$ cat config.mk
export PLATFORM = sky130hd
export DESIGN_NAME = countdown_timer_led_bar_buzzer_flat
export DESIGN_NICKNAME = d
export VERILOG_FILES = /design/src/hdl/cdt_pkg.sv /design/src/hdl/cdt_in_if.sv /design/src/hdl/cdt_out_if.sv /design/src/hdl/cdt_cfg.sv /design/src/hdl/cdt_core.sv /design/src/hdl/countdown_timer_led_bar_buzzer.sv /design/src/flat_wrapper.sv
export SDC_FILE = /design/constraint.sdc
export NUM_CORES = 1
export LEC_CHECK = 0
export BUFFER_PORTS_ARGS = -buffer_cell sky130_fd_sc_hd__buf_2
export CORE_ASPECT_RATIO = 1.75
export CORE_MARGIN = 3
export CORE_UTILIZATION = 60
export CTS_CLUSTER_DIAMETER = 40
export DETAILED_ROUTE_END_ITERATION = 8
export GPL_TIMING_DRIVEN = 0
export PLACE_DENSITY_LB_ADDON = 0.05
export SYNTH_ARGS = -nofsm -noshare
export SYNTH_HDL_FRONTEND = slang
export SYNTH_SLANG_ARGS = --single-unit
$ cat constraint.sdc
create_clock -name i_clk -period 8.55 [get_ports i_clk]
set_input_delay 1.71 -clock i_clk [delete_from_list [all_inputs] [get_ports i_clk]]
set_output_delay 1.71 -clock i_clk [all_outputs]
set_load 0.02 [all_outputs]
$ cat src/hdl/cdt_pkg.sv
// Package for the countdown timer with LED bar and buzzer.
// Holds shared constants, register indexes, types and the bar pattern function.
// No dependencies.
`default_nettype none

package cdt_pkg;

    localparam int unsigned RemainW = 20;
    localparam int unsigned HoldW   = 9;

    localparam logic [5:0]         PHASE_LAST   = 6'd49;
    localparam logic [5:0]         LED_ON_LAST  = 6'd10;
    localparam logic [5:0]         BUZZ_ON_LAST = 6'd25;
    localparam logic [HoldW-1:0]   HOLD_MAX     = 9'd511;
    localparam logic [RemainW-1:0] REMAIN_RESET = 20'd25;

    localparam logic [9:0] HSPM_RESET       = 10'd5;
    localparam logic [7:0] DEBOUNCE_RESET   = 8'd8;
    localparam logic [7:0] LONG_PRESS_RESET = 8'd10;

    typedef enum logic [1:0] {
        CFG_HSPM       = 2'd0,
        CFG_DEBOUNCE   = 2'd1,
        CFG_LONG_PRESS = 2'd2
    } t_cfg_idx;

    typedef struct packed {
        logic [12:0] u1;
        logic [13:0] u2;
        logic [13:0] u3;
        logic [14:0] u4;
        logic [7:0]  debounce;
        logic [7:0]  long_press;
    } t_cfg;

    typedef struct packed {
        logic [4:0] leds;
        logic       buzzer;
        logic       active;
    } t_res;

    function automatic logic [4:0] bar_pattern(input logic [RemainW-1:0] cnt,
                                               input t_cfg c);
        logic [4:0] pat;
        begin
            if (cnt <= RemainW'(c.u1)) begin
                pat = 5'h01;
            end else if (cnt <= RemainW'(c.u2)) begin
                pat = 5'h03;
            end else if (cnt <= RemainW'(c.u3)) begin
                pat = 5'h07;
            end else if (cnt <= RemainW'(c.u4)) begin
                pat = 5'h0F;
            end else begin
                pat = 5'h1F;
            end
            return pat;
        end
    endfunction

endpackage

`default_nettype wire

$ cat src/hdl/cdt_in_if.sv
// Request channel interface: one event per request.
// Depends on nothing.
`default_nettype none

interface cdt_in_if;
    logic valid;
    logic ready;
    logic func;
    logic button_level;

    modport source (output valid, output func, output button_level, input ready);
    modport sink   (input valid, input func, input button_level, output ready);
endinterface

`default_nettype wire

$ cat src/hdl/cdt_out_if.sv
// Result channel interface: LED bar, buzzer and active flag per request.
// Depends on nothing.
`default_nettype none

interface cdt_out_if;
    logic       valid;
    logic       ready;
    logic [4:0] leds;
    logic       buzzer;
    logic       active;

    modport source (output valid, output leds, output buzzer, output active, input ready);
    modport sink   (input valid, input leds, input buzzer, input active, output ready);
endinterface

`default_nettype wire

$ cat src/hdl/cdt_cfg.sv
// Configuration registers with precomputed bar thresholds.
// Depends on cdt_pkg.
`default_nettype none

module cdt_cfg (
    input  wire logic          i_clk,
    input  wire logic          i_rst_n,
    input  wire logic          i_cfg_we,
    input  wire logic [1:0]    i_cfg_idx,
    input  wire logic [9:0]    i_cfg_wdata,
    output cdt_pkg::t_cfg      o_cfg
);

    logic [12:0] r_u1;
    logic [13:0] r_u3;
    logic [7:0]  r_debounce;
    logic [7:0]  r_long_press;

    always_ff @(posedge i_clk) begin
        if (!i_rst_n) begin
            r_u1         <= 13'(cdt_pkg::HSPM_RESET) * 13'd5;
            r_u3         <= 14'(cdt_pkg::HSPM_RESET) * 14'd15;
            r_debounce   <= cdt_pkg::DEBOUNCE_RESET;
            r_long_press <= cdt_pkg::LONG_PRESS_RESET;
        end else if (i_cfg_we) begin
            unique case (i_cfg_idx)
                cdt_pkg::CFG_HSPM: begin
                    r_u1 <= {1'b0, i_cfg_wdata, 2'b00} + 13'(i_cfg_wdata);
                    r_u3 <= {i_cfg_wdata, 4'b0000} - 14'(i_cfg_wdata);
                end
                cdt_pkg::CFG_DEBOUNCE: begin
                    r_debounce <= i_cfg_wdata[7:0];
                end
                cdt_pkg::CFG_LONG_PRESS: begin
                    r_long_press <= i_cfg_wdata[7:0];
                end
                default: begin
                end
            endcase
        end
    end

    assign o_cfg.u1         = r_u1;
    assign o_cfg.u2         = {r_u1, 1'b0};
    assign o_cfg.u3         = r_u3;
    assign o_cfg.u4         = {r_u1, 2'b00};
    assign o_cfg.debounce   = r_debounce;
    assign o_cfg.long_press = r_long_press;

endmodule

`default_nettype wire

$ cat src/hdl/cdt_core.sv
// Timer state and the per-event update of counters, LED bar and buzzer.
// Depends on cdt_pkg.
`default_nettype none

module cdt_core (
    input  wire logic          i_clk,
    input  wire logic          i_rst_n,
    input  wire logic          i_step,
    input  wire logic          i_func,
    input  wire logic          i_level,
    input  wire cdt_pkg::t_cfg i_cfg,
    output cdt_pkg::t_res      o_res
);

    logic                        r_active;
    logic [cdt_pkg::RemainW-1:0] r_remain;
    logic [5:0]                  r_phase;
    logic [7:0]                  r_debounce;
    logic [cdt_pkg::HoldW-1:0]   r_hold;
    logic [4:0]                  r_leds;
    logic                        r_buzzer;

    logic                        n_active;
    logic [cdt_pkg::RemainW-1:0] n_remain;
    logic [5:0]                  n_phase;
    logic [7:0]                  n_debounce;
    logic [cdt_pkg::HoldW-1:0]   n_hold;
    logic [4:0]                  n_leds;
    logic                        n_buzzer;

    logic [cdt_pkg::RemainW:0]   sum;
    logic [cdt_pkg::RemainW-1:0] sat;
    logic [cdt_pkg::RemainW-1:0] bar_cnt;
    logic [4:0]                  bar;

    always_comb begin
        sum     = {1'b0, r_remain} + (cdt_pkg::RemainW + 1)'(i_cfg.u1);
        sat     = sum[cdt_pkg::RemainW] ? '1 : sum[cdt_pkg::RemainW-1:0];
        bar_cnt = i_func ? sat : r_remain;
        bar     = cdt_pkg::bar_pattern(bar_cnt, i_cfg);

        n_active   = r_active;
        n_remain   = r_remain;
        n_phase    = r_phase;
        n_debounce = r_debounce;
        n_hold     = r_hold;
        n_leds     = r_leds;
        n_buzzer   = r_buzzer;

        if (i_func) begin
            if (r_debounce == 8'd0) begin
                n_debounce = i_cfg.debounce;
                n_active   = 1'b1;
                n_buzzer   = 1'b1;
                n_remain   = sat;
                n_leds     = r_leds | bar;
            end
        end else begin
            if (r_debounce != 8'd0) begin
                n_debounce = r_debounce - 8'd1;
            end
            if (r_active) begin
                n_phase = (r_phase == cdt_pkg::PHASE_LAST) ? 6'd0 : r_phase + 6'd1;
                if (r_remain != '0) begin
                    n_buzzer = 1'b0;
                    n_leds   = (n_phase <= cdt_pkg::LED_ON_LAST) ? (r_leds | bar) : 5'd0;
                    if (n_phase == 6'd0) begin
                        n_remain = r_remain - cdt_pkg::RemainW'(1);
                    end
                end else begin
                    n_leds   = 5'd0;
                    n_buzzer = (n_phase <= cdt_pkg::BUZZ_ON_LAST);
                end
            end
            if (i_level) begin
                if (r_hold != cdt_pkg::HOLD_MAX) begin
                    n_hold = r_hold + cdt_pkg::HoldW'(1);
                end
                n_buzzer = 1'b1;
                if (n_hold == cdt_pkg::HoldW'(i_cfg.long_press)) begin
                    n_active = 1'b0;
                    n_leds   = 5'd0;
                    n_buzzer = 1'b0;
                end
            end else begin
                n_hold = '0;
            end
        end
    end

    always_ff @(posedge i_clk) begin
        if (!i_rst_n) begin
            r_active   <= 1'b0;
            r_remain   <= cdt_pkg::REMAIN_RESET;
            r_phase    <= 6'd0;
            r_debounce <= 8'd0;
            r_hold     <= '0;
            r_leds     <= 5'd0;
            r_buzzer   <= 1'b0;
        end else if (i_step) begin
            r_active   <= n_active;
            r_remain   <= n_remain;
            r_phase    <= n_phase;
            r_debounce <= n_debounce;
            r_hold     <= n_hold;
            r_leds     <= n_leds;
            r_buzzer   <= n_buzzer;
        end
    end

    assign o_res.leds   = n_leds;
    assign o_res.buzzer = n_buzzer;
    assign o_res.active = n_active;

    a_sleep_dark: assert property (@(posedge i_clk) disable iff (!i_rst_n)
        !r_active |-> r_leds == 5'd0)
        else $error("LED bar lit while asleep");

    a_phase_range: assert property (@(posedge i_clk) disable iff (!i_rst_n)
        r_phase <= cdt_pkg::PHASE_LAST)
        else $error("phase counter out of range");

    a_press_wakes: assert property (@(posedge i_clk) disable iff (!i_rst_n)
        i_step && i_func && r_debounce == 8'd0 |=> r_active && r_buzzer)
        else $error("accepted press did not activate the timer");

    a_debounce_hold: assert property (@(posedge i_clk) disable iff (!i_rst_n)
        i_step && i_func && r_debounce != 8'd0 |=> $stable(r_remain))
        else $error("press inside debounce window changed the count");

endmodule

`default_nettype wire

$ cat src/hdl/countdown_timer_led_bar_buzzer.sv
// Top level of the countdown timer with LED bar and buzzer.
// Depends on cdt_pkg, cdt_in_if, cdt_out_if, cdt_cfg and cdt_core.
//
//   port        dir  kind        content
//   i_req       in   valid/ready func, button_level
//   o_res       out  valid/ready leds, buzzer, active
//   i_cfg_*     in   write only  register index and data
//
// A request enters an input register, is processed by the core once the output register
// is free or being read, and its result is then held in the output register.
// One request per cycle is sustained while the result side is ready.
// A stalled result holds the processing stage, and a request can still be taken
// while the input register is empty or draining. Reset is synchronous and clears
// all valid flags and the timer state; there is no clearing pass.
`default_nettype none

module countdown_timer_led_bar_buzzer (
    input  wire logic       i_clk,
    input  wire logic       i_rst_n,
    cdt_in_if.sink          i_req,
    cdt_out_if.source       o_res,
    input  wire logic       i_cfg_we,
    input  wire logic [1:0] i_cfg_idx,
    input  wire logic [9:0] i_cfg_wdata
);

    logic          r_in_valid;
    logic          r_in_func;
    logic          r_in_level;
    logic          r_out_valid;
    cdt_pkg::t_res r_out;

    logic          advance;
    cdt_pkg::t_cfg cfg;
    cdt_pkg::t_res res;

    assign advance     = r_in_valid && (!r_out_valid || o_res.ready);
    assign i_req.ready = !r_in_valid || advance;

    cdt_cfg u_cfg (
        .i_clk       (i_clk),
        .i_rst_n     (i_rst_n),
        .i_cfg_we    (i_cfg_we),
        .i_cfg_idx   (i_cfg_idx),
        .i_cfg_wdata (i_cfg_wdata),
        .o_cfg       (cfg)
    );

    cdt_core u_core (
        .i_clk   (i_clk),
        .i_rst_n (i_rst_n),
        .i_step  (advance),
        .i_func  (r_in_func),
        .i_level (r_in_level),
        .i_cfg   (cfg),
        .o_res   (res)
    );

    always_ff @(posedge i_clk) begin
        if (!i_rst_n) begin
            r_in_valid  <= 1'b0;
            r_out_valid <= 1'b0;
        end else begin
            if (i_req.valid && i_req.ready) begin
                r_in_valid <= 1'b1;
            end else if (advance) begin
                r_in_valid <= 1'b0;
            end
            if (advance) begin
                r_out_valid <= 1'b1;
            end else if (o_res.ready) begin
                r_out_valid <= 1'b0;
            end
        end
    end

    always_ff @(posedge i_clk) begin
        if (i_req.valid && i_req.ready) begin
            r_in_func  <= i_req.func;
            r_in_level <= i_req.button_level;
        end
        if (advance) begin
            r_out <= res;
        end
    end

    assign o_res.valid  = r_out_valid;
    assign o_res.leds   = r_out.leds;
    assign o_res.buzzer = r_out.buzzer;
    assign o_res.active = r_out.active;

    a_no_loss: assert property (@(posedge i_clk) disable iff (!i_rst_n)
        r_out_valid && !o_res.ready |=> r_out_valid && $stable(r_out))
        else $error("stalled result was overwritten");

    a_sleep_quiet: assert property (@(posedge i_clk) disable iff (!i_rst_n)
        r_out_valid && !r_out.active |-> r_out.leds == 5'd0)
        else $error("result shows LEDs while asleep");

    a_in_flow: assert property (@(posedge i_clk) disable iff (!i_rst_n)
        r_in_valid && !advance |=> r_in_valid)
        else $error("pending request dropped");

endmodule

`default_nettype wire

$ cat src/flat_wrapper.sv
// flat-port wrapper written by rule: the top's interface ports become plain ports
module countdown_timer_led_bar_buzzer_flat 
  (i_clk, i_rst_n, i_cfg_we, i_cfg_idx, i_cfg_wdata, i_req_valid, i_req_func, i_req_button_level, i_req_ready, o_res_valid, o_res_leds, o_res_buzzer, o_res_active, o_res_ready);
  cdt_in_if i_req_i ();
  cdt_out_if o_res_i ();
  input  wire logic i_clk;
  input  wire logic i_rst_n;
  input  wire logic i_cfg_we;
  input  wire logic [1:0] i_cfg_idx;
  input  wire logic [9:0] i_cfg_wdata;
  input wire logic [$bits(i_req_i.valid)-1:0] i_req_valid;
  input wire logic [$bits(i_req_i.func)-1:0] i_req_func;
  input wire logic [$bits(i_req_i.button_level)-1:0] i_req_button_level;
  output wire logic [$bits(i_req_i.ready)-1:0] i_req_ready;
  output wire logic [$bits(o_res_i.valid)-1:0] o_res_valid;
  output wire logic [$bits(o_res_i.leds)-1:0] o_res_leds;
  output wire logic [$bits(o_res_i.buzzer)-1:0] o_res_buzzer;
  output wire logic [$bits(o_res_i.active)-1:0] o_res_active;
  input wire logic [$bits(o_res_i.ready)-1:0] o_res_ready;
  assign i_req_i.valid = i_req_valid;
  assign i_req_i.func = i_req_func;
  assign i_req_i.button_level = i_req_button_level;
  assign i_req_ready = i_req_i.ready;
  assign o_res_valid = o_res_i.valid;
  assign o_res_leds = o_res_i.leds;
  assign o_res_buzzer = o_res_i.buzzer;
  assign o_res_active = o_res_i.active;
  assign o_res_i.ready = o_res_ready;
  countdown_timer_led_bar_buzzer u_core (.i_clk(i_clk), .i_rst_n(i_rst_n), .i_req(i_req_i), .o_res(o_res_i), .i_cfg_we(i_cfg_we), .i_cfg_idx(i_cfg_idx), .i_cfg_wdata(i_cfg_wdata));
endmodule
# Word-level counts from Yosys, hierarchy flattened
# Cells that the tools add are included.
[totals]
ff_bits = 104
in_bits = 19
[op_classes]
reduce_logical = 24
bitwise = 2
mux = 40
magnitude_cmp = 6
eq_ne = 6
addsub = 7
[op_table]
columns = ["op", "n"]
rows = [
  ["$mux W20", 7],
  ["$mux W5", 11],
  ["$le A20 B14 Y1", 2],
  ["$mux W9", 4],
  ["$mux W8", 3],
  ["$add A20 B13 Y21", 1],
  ["$le A20 B13 Y1", 1],
  ["$le A20 B15 Y1", 1],
  ["$reduce_bool A20 Y1", 1],
  ["$sub A20 B1 Y20 const B", 1],
  ["$mux W1", 14],
  ["$sub A14 B10 Y14", 1],
  ["$add A12 B10 Y13", 1],
  ["$reduce_bool A2 Y1", 6],
  ["$add A9 B1 Y9 const B", 1],
  ["$eq A9 B8 Y1", 1],
  ["$ne A9 B9 Y1 const B", 1],
  ["$logic_not A8 Y1", 1],
  ["$reduce_and A2 Y1", 4],
  ["$reduce_bool A8 Y1", 1],
  ["$sub A8 B1 Y8 const B", 1],
  ["$add A6 B1 Y6 const B", 1],
  ["$eq A6 B6 Y1 const B", 1],
  ["$le A6 B4 Y1 const B", 1],
  ["other kinds (14)", 18],
]

# Longest topological paths before layout
[logic_depth]
depth_word = 15
ltp_mapped = 21
mapped_depth_nobuf = 19

# By module
# From an unflattened synthesis, not the netlist that was laid out.
[hier_totals]
cells_unflattened = 1161
hier_area_um2 = 8822.2
[modules_own_cells]
columns = ["mod", "area_each_um2", "n_inst", "cells_per_inst"]
rows = [
  ["cdt_core", 5820.6, 1, 819],
  ["cdt_cfg", 2627.5, 1, 324],
  ["countdown_timer_led_bar_buzzer", 374.1, 1, 18],
]

# Least setup slack after synthesis
# No wires, ideal clock.
[synth_timing]
kind = "register to register"
startpoint = "register u_core.u_core.r_remain[0] in the netlist's numbering"
endpoint = "register u_core.r_out (netlist bit u_core.o_res.leds[1]), data pin"
path_slack_ns = 3.783
required_ns = 8.294
arrival_ns = 4.510
path_buffers = 2
stages_incl_launch_ff = 20
cell_sequence = "dfxtp_1 > ha_1 > fa_1 > a211oi_1 > o21ai_0 > a311oi_2 > o21ai_0 > buf_2 > buf_1 > nor2_1 > a21oi_1 > ha_1 > nand4_1 > nor4_1 > nor2_1 > a311oi_1 > o31ai_1 > nor3_1 > or3b_1 > a22o_1"
[synth_rtl]
columns = ["element", "line", "source"]
rows = [
  ["start, declared", "cdt_core.sv:16", "logic [cdt_pkg::RemainW-1:0] r_remain;"],
  ["start signal, assigned", "cdt_core.sv:94", "r_remain <= cdt_pkg::REMAIN_RESET;"],
  ["start signal, assigned", "cdt_core.sv:102", "r_remain <= n_remain;"],
  ["end signal, assigned", "countdown_timer_led_bar_buzzer.sv:83", "r_out <= res;"],
  ["end, declared", "countdown_timer_led_bar_buzzer.sv:31", "cdt_pkg::t_res r_out;"],
]

==> run_results.csv <==
group,metric,value,unit
outcome,status,"finished, final reports clean",
yosys,synth_edf_count,9,
floorplanning,die-area,14900,sq um
timing,setup_viol,0,
cts,cts_tree,"done",
power,p_clk_share,31.5,%
worst_setup_path,required,8.65,ns
detailed_routing,wire_per_inst,18.9,um
timing,hold_violations,0,
global_routing,overflow,0,
cts,cts_resized,0,
detailed_routing,dr.pass1.iters,6,
yosys,synth_cell_types,73,
floorplanning,die_w,93.6,um
worst_setup_path,worst_setup_path_end_kind,"flip-flop",
final_layout,postLayoutCoreUtil,66.9,%
placement,placed_cell_area,8400,sq um
detailed_routing,via_per_inst,6.39,
power,ir_worst_vdd,111,uV
worst_setup_path,cp.arrival,6.85,ns
timing,maxSlewViolCount,0,
detailed_routing,drc,0,
floorplanning,initial_core_util,62.0,%
floorplanning,io_pins,28,
yosys,synth_flop_cell,"dfxtp_1",
yosys,yosysTopAreaCellShare,23.4,%
cts,cts.clk_slew.worst_paths,0.07,ns
placement,place_congestion,0.998,
final_layout,stdcell_area,8710,sq um
timing,final.setup.worst_slack,1.81,ns
yosys,synth_async_sr_flop_share,0,%
detailed_routing,ant_nets,0,
yosys,synthCells,1079,
yosys,yosys_warnings,0,
placement,port_buffers,26,
timing,setup_tns,0,ns
cts,post_cts_buffers,0,
floorplanning,coreArea,13000,sq um
yosys,synth.most_common_cell,"a21oi_1",
placement,place_ws,2.11,ns
timing,fmax,148,MHz
detailed_routing,routed_wl,24500,um
global_routing,antenna_found_initial,0,
yosys,syn_area_per_cell,7.47,sq um
global_routing,grt_pass1_vias,8033,
worst_setup_path,cp_max_fo,10,
global_routing,grt_max_degree,19,
yosys,synth_fp_nets,1186,
final_layout,areaGrowthSynthToFinish,8.04,%
timing,period_share,78.8,%
floorplanning,rows,55,
power,seq_power_share,39.7,%
cts,clock-sinks,103,
power,p_int,0.894,mW
floorplanning,die_y,159,um
yosys,synth_seq_cells,103,
global_routing,grt_pass1_wl,39800,um
cts,h-tree-depth,3,
yosys,yosys-top-cells-area,"dfxtp_1, ha_1, a21oi_1",
yosys,ys_seq_area_share,26.7,%
global_routing,use_met1,37.0,%
power,switching_share,34.2,%
worst_setup_path,cp-start-kind,"flip-flop",
yosys,syn_area,8060,sq um
final_layout,layout.nets,1223,
final_layout,drive_above_1_share,6.16,%
timing,fin_skew,0.0102,ns
timing,max_slew.worst_pin.slew,1.33,ns
cts,hold_buffers,0,
job,maxCapViolations,0,
timing,slew_headroom,11.3,%
cts,cts_root_buf,"clkbuf_16",
hold_path,min_path_type,"flip-flop to flip-flop",
placement,place_hpwl,19100,um
timing,rsz0062_at_grt,"no",
global_routing,grt.busiest_layer,"met2",
detailed_routing,vias,8257,
cts,clk_latency,0.36,ns
timing,layout_min_cycle_time,6.74,ns
power,p_comb_share,28.8,%
global_routing,grt_use_met2,57.8,%
cts,cts_made_buffers,9,
power,leakagePower,3.51,nW
power,power.switching,0.465,mW
yosys,yosys-top-cells-count,"a21oi_1, nor2_1, nand2_1, dfxtp_1, ha_1",
yosys,synth_area_leader_cell,"dfxtp_1",
detailed_routing,first_iter_violations,518,
global_routing,use_met3,4.16,%
cts,cts_buffer_depth,2,
global_routing,grtUsageTotal,33.4,%
final_layout,diodes,0,
power,powerDensity,156,nW/um^2
worst_setup_path,path_class,"flip-flop to flip-flop",
timing,holdWs,0.450,ns
[layout make-up]
cell class	count	area (sq um)
clock buffers	9	225
clock inverters	7	78.8
flip-flops and latches	103	2150
fillers	1164	4300
plain buffers	50	204
inverters	64	240
multi-input cells	862	5460
well taps	171	214
repair buffers	26	130
[critical path: stages, from the launching register on]
cell      delay (ns)
dfxtp_1         0.41
ha_1            0.28
fa_1            0.43
a211oi_1        0.35
o21ai_0         0.21
a311oi_2        0.53
o21ai_0         0.20
buf_2           0.23
buf_1           0.30
nor2_1          0.23
a21oi_1         0.16
ha_1            0.40
nand4_1         0.14
nor4_1          0.39
nor2_1          0.09
a311oi_1        0.54
o31ai_1         0.23
o31ai_1         0.62
o41ai_1         0.37
a211oi_2        0.29
nor2_1          0.08
[final timing paths]
| kind | cells past startpoint | slack, ns | to | from |
|---|---|---|---|---|
| max | 20 | 1.81 | u_core.o_res.leds[4] | u_core.u_core.r_remain[0] |
| min | 2 | 0.45 | u_core.u_core.r_leds[2] | u_core.u_core.r_leds[2] |
| min reg2reg | 2 | 0.45 | u_core.u_core.r_leds[2] | u_core.u_core.r_leds[2] |
| max reg2reg | 20 | 1.81 | u_core.o_res.leds[4] | u_core.u_core.r_remain[0] |
[state kept, by name, indices dropped and copies added (netlist names)]
| register | count |
|---|---|
| u_core.r_in_valid | 1 |
| u_core.u_core.r_active | 1 |
| u_core.o_res.active | 1 |
| u_core.u_core.r_leds | 5 |
| u_core.u_core.r_phase | 6 |
| u_core.u_core.r_debounce | 8 |
| u_core.u_core.r_buzzer | 1 |
| u_core.o_res.buzzer | 1 |
| u_core.u_cfg.r_debounce | 8 |
| u_core.o_res.leds | 5 |
| u_core.u_core.r_hold | 9 |
| u_core.u_cfg.r_u1 | 13 |
| u_core.u_core.r_remain | 20 |
| u_core.r_in_func | 1 |
| u_core.u_cfg.r_u3 | 13 |
| u_core.o_res.valid | 1 |
| u_core.u_cfg.r_long_press | 8 |
| u_core.r_in_level | 1 |
[placed cells by master (no fill, tap or decap), types with 6 or more instances in the layout]
master     count
a211oi_1      14
a21o_1        17
a21oi_1      138
a31oi_1       13
a41oi_1        6
and2_1        10
and3_1         9
buf_2         27
clkbuf_1      42
clkbuf_16      9
dfxtp_1       94
edfxtp_1       9
ha_1          86
inv_1         62
nand2_1       97
nand2b_1      10
nand3_1       15
nand4_1       22
nor2_1       135
nor2b_1       12
nor3_1        30
nor3b_1        6
nor4_1        11
o211ai_1      19
o21a_1         8
o21ai_0       75
o221a_2        6
o22ai_1        7
or2_2          7
or3_1          9
xnor2_1       24
xor2_1        11
[layer usage]
metal	vias to the layer above	share of wire, %
met5	-	0
met4	0	8.0
met3	124	4.7
met2	307	50
met1	3846	38
li1	3980	-
[cell families after synthesis]
family / count (synthesis) / share of synthesized area, %
xor gates and xnor gates: 35 / 3.80
AOI/OAI and AO/OA: 345 / 26.6
muxes: 5 / 0.621
and+or+nand+nor: 389 / 22.9
adders and majority gates: 88 / 13.9
DFF: 103 / 26.7
buffers and inverters: 114 / 5.51
[metrics by stage]
stage	total power, mW	cells
after global routing	1.43	1292
after detailed placement	0.931	1276
after floorplan	0.823	1079
final	1.36	1292
after CTS	1.35	1292
after global placement	0.926	1276
[power by group through the flow]
| stage | Clock, mW | Sequential [mW] | Combinational [mW] |
|---|---|---|---|
| floorplan | 0 | 0.547 | 0.276 |
| global route | 0.448 | 0.542 | 0.437 |
| global placement | 0 | 0.549 | 0.377 |
| finish | 0.427 | 0.539 | 0.392 |
| detailed placement | 0 | 0.550 | 0.382 |
| CTS | 0.429 | 0.538 | 0.385 |
Power figures use the tool's default switching activity.
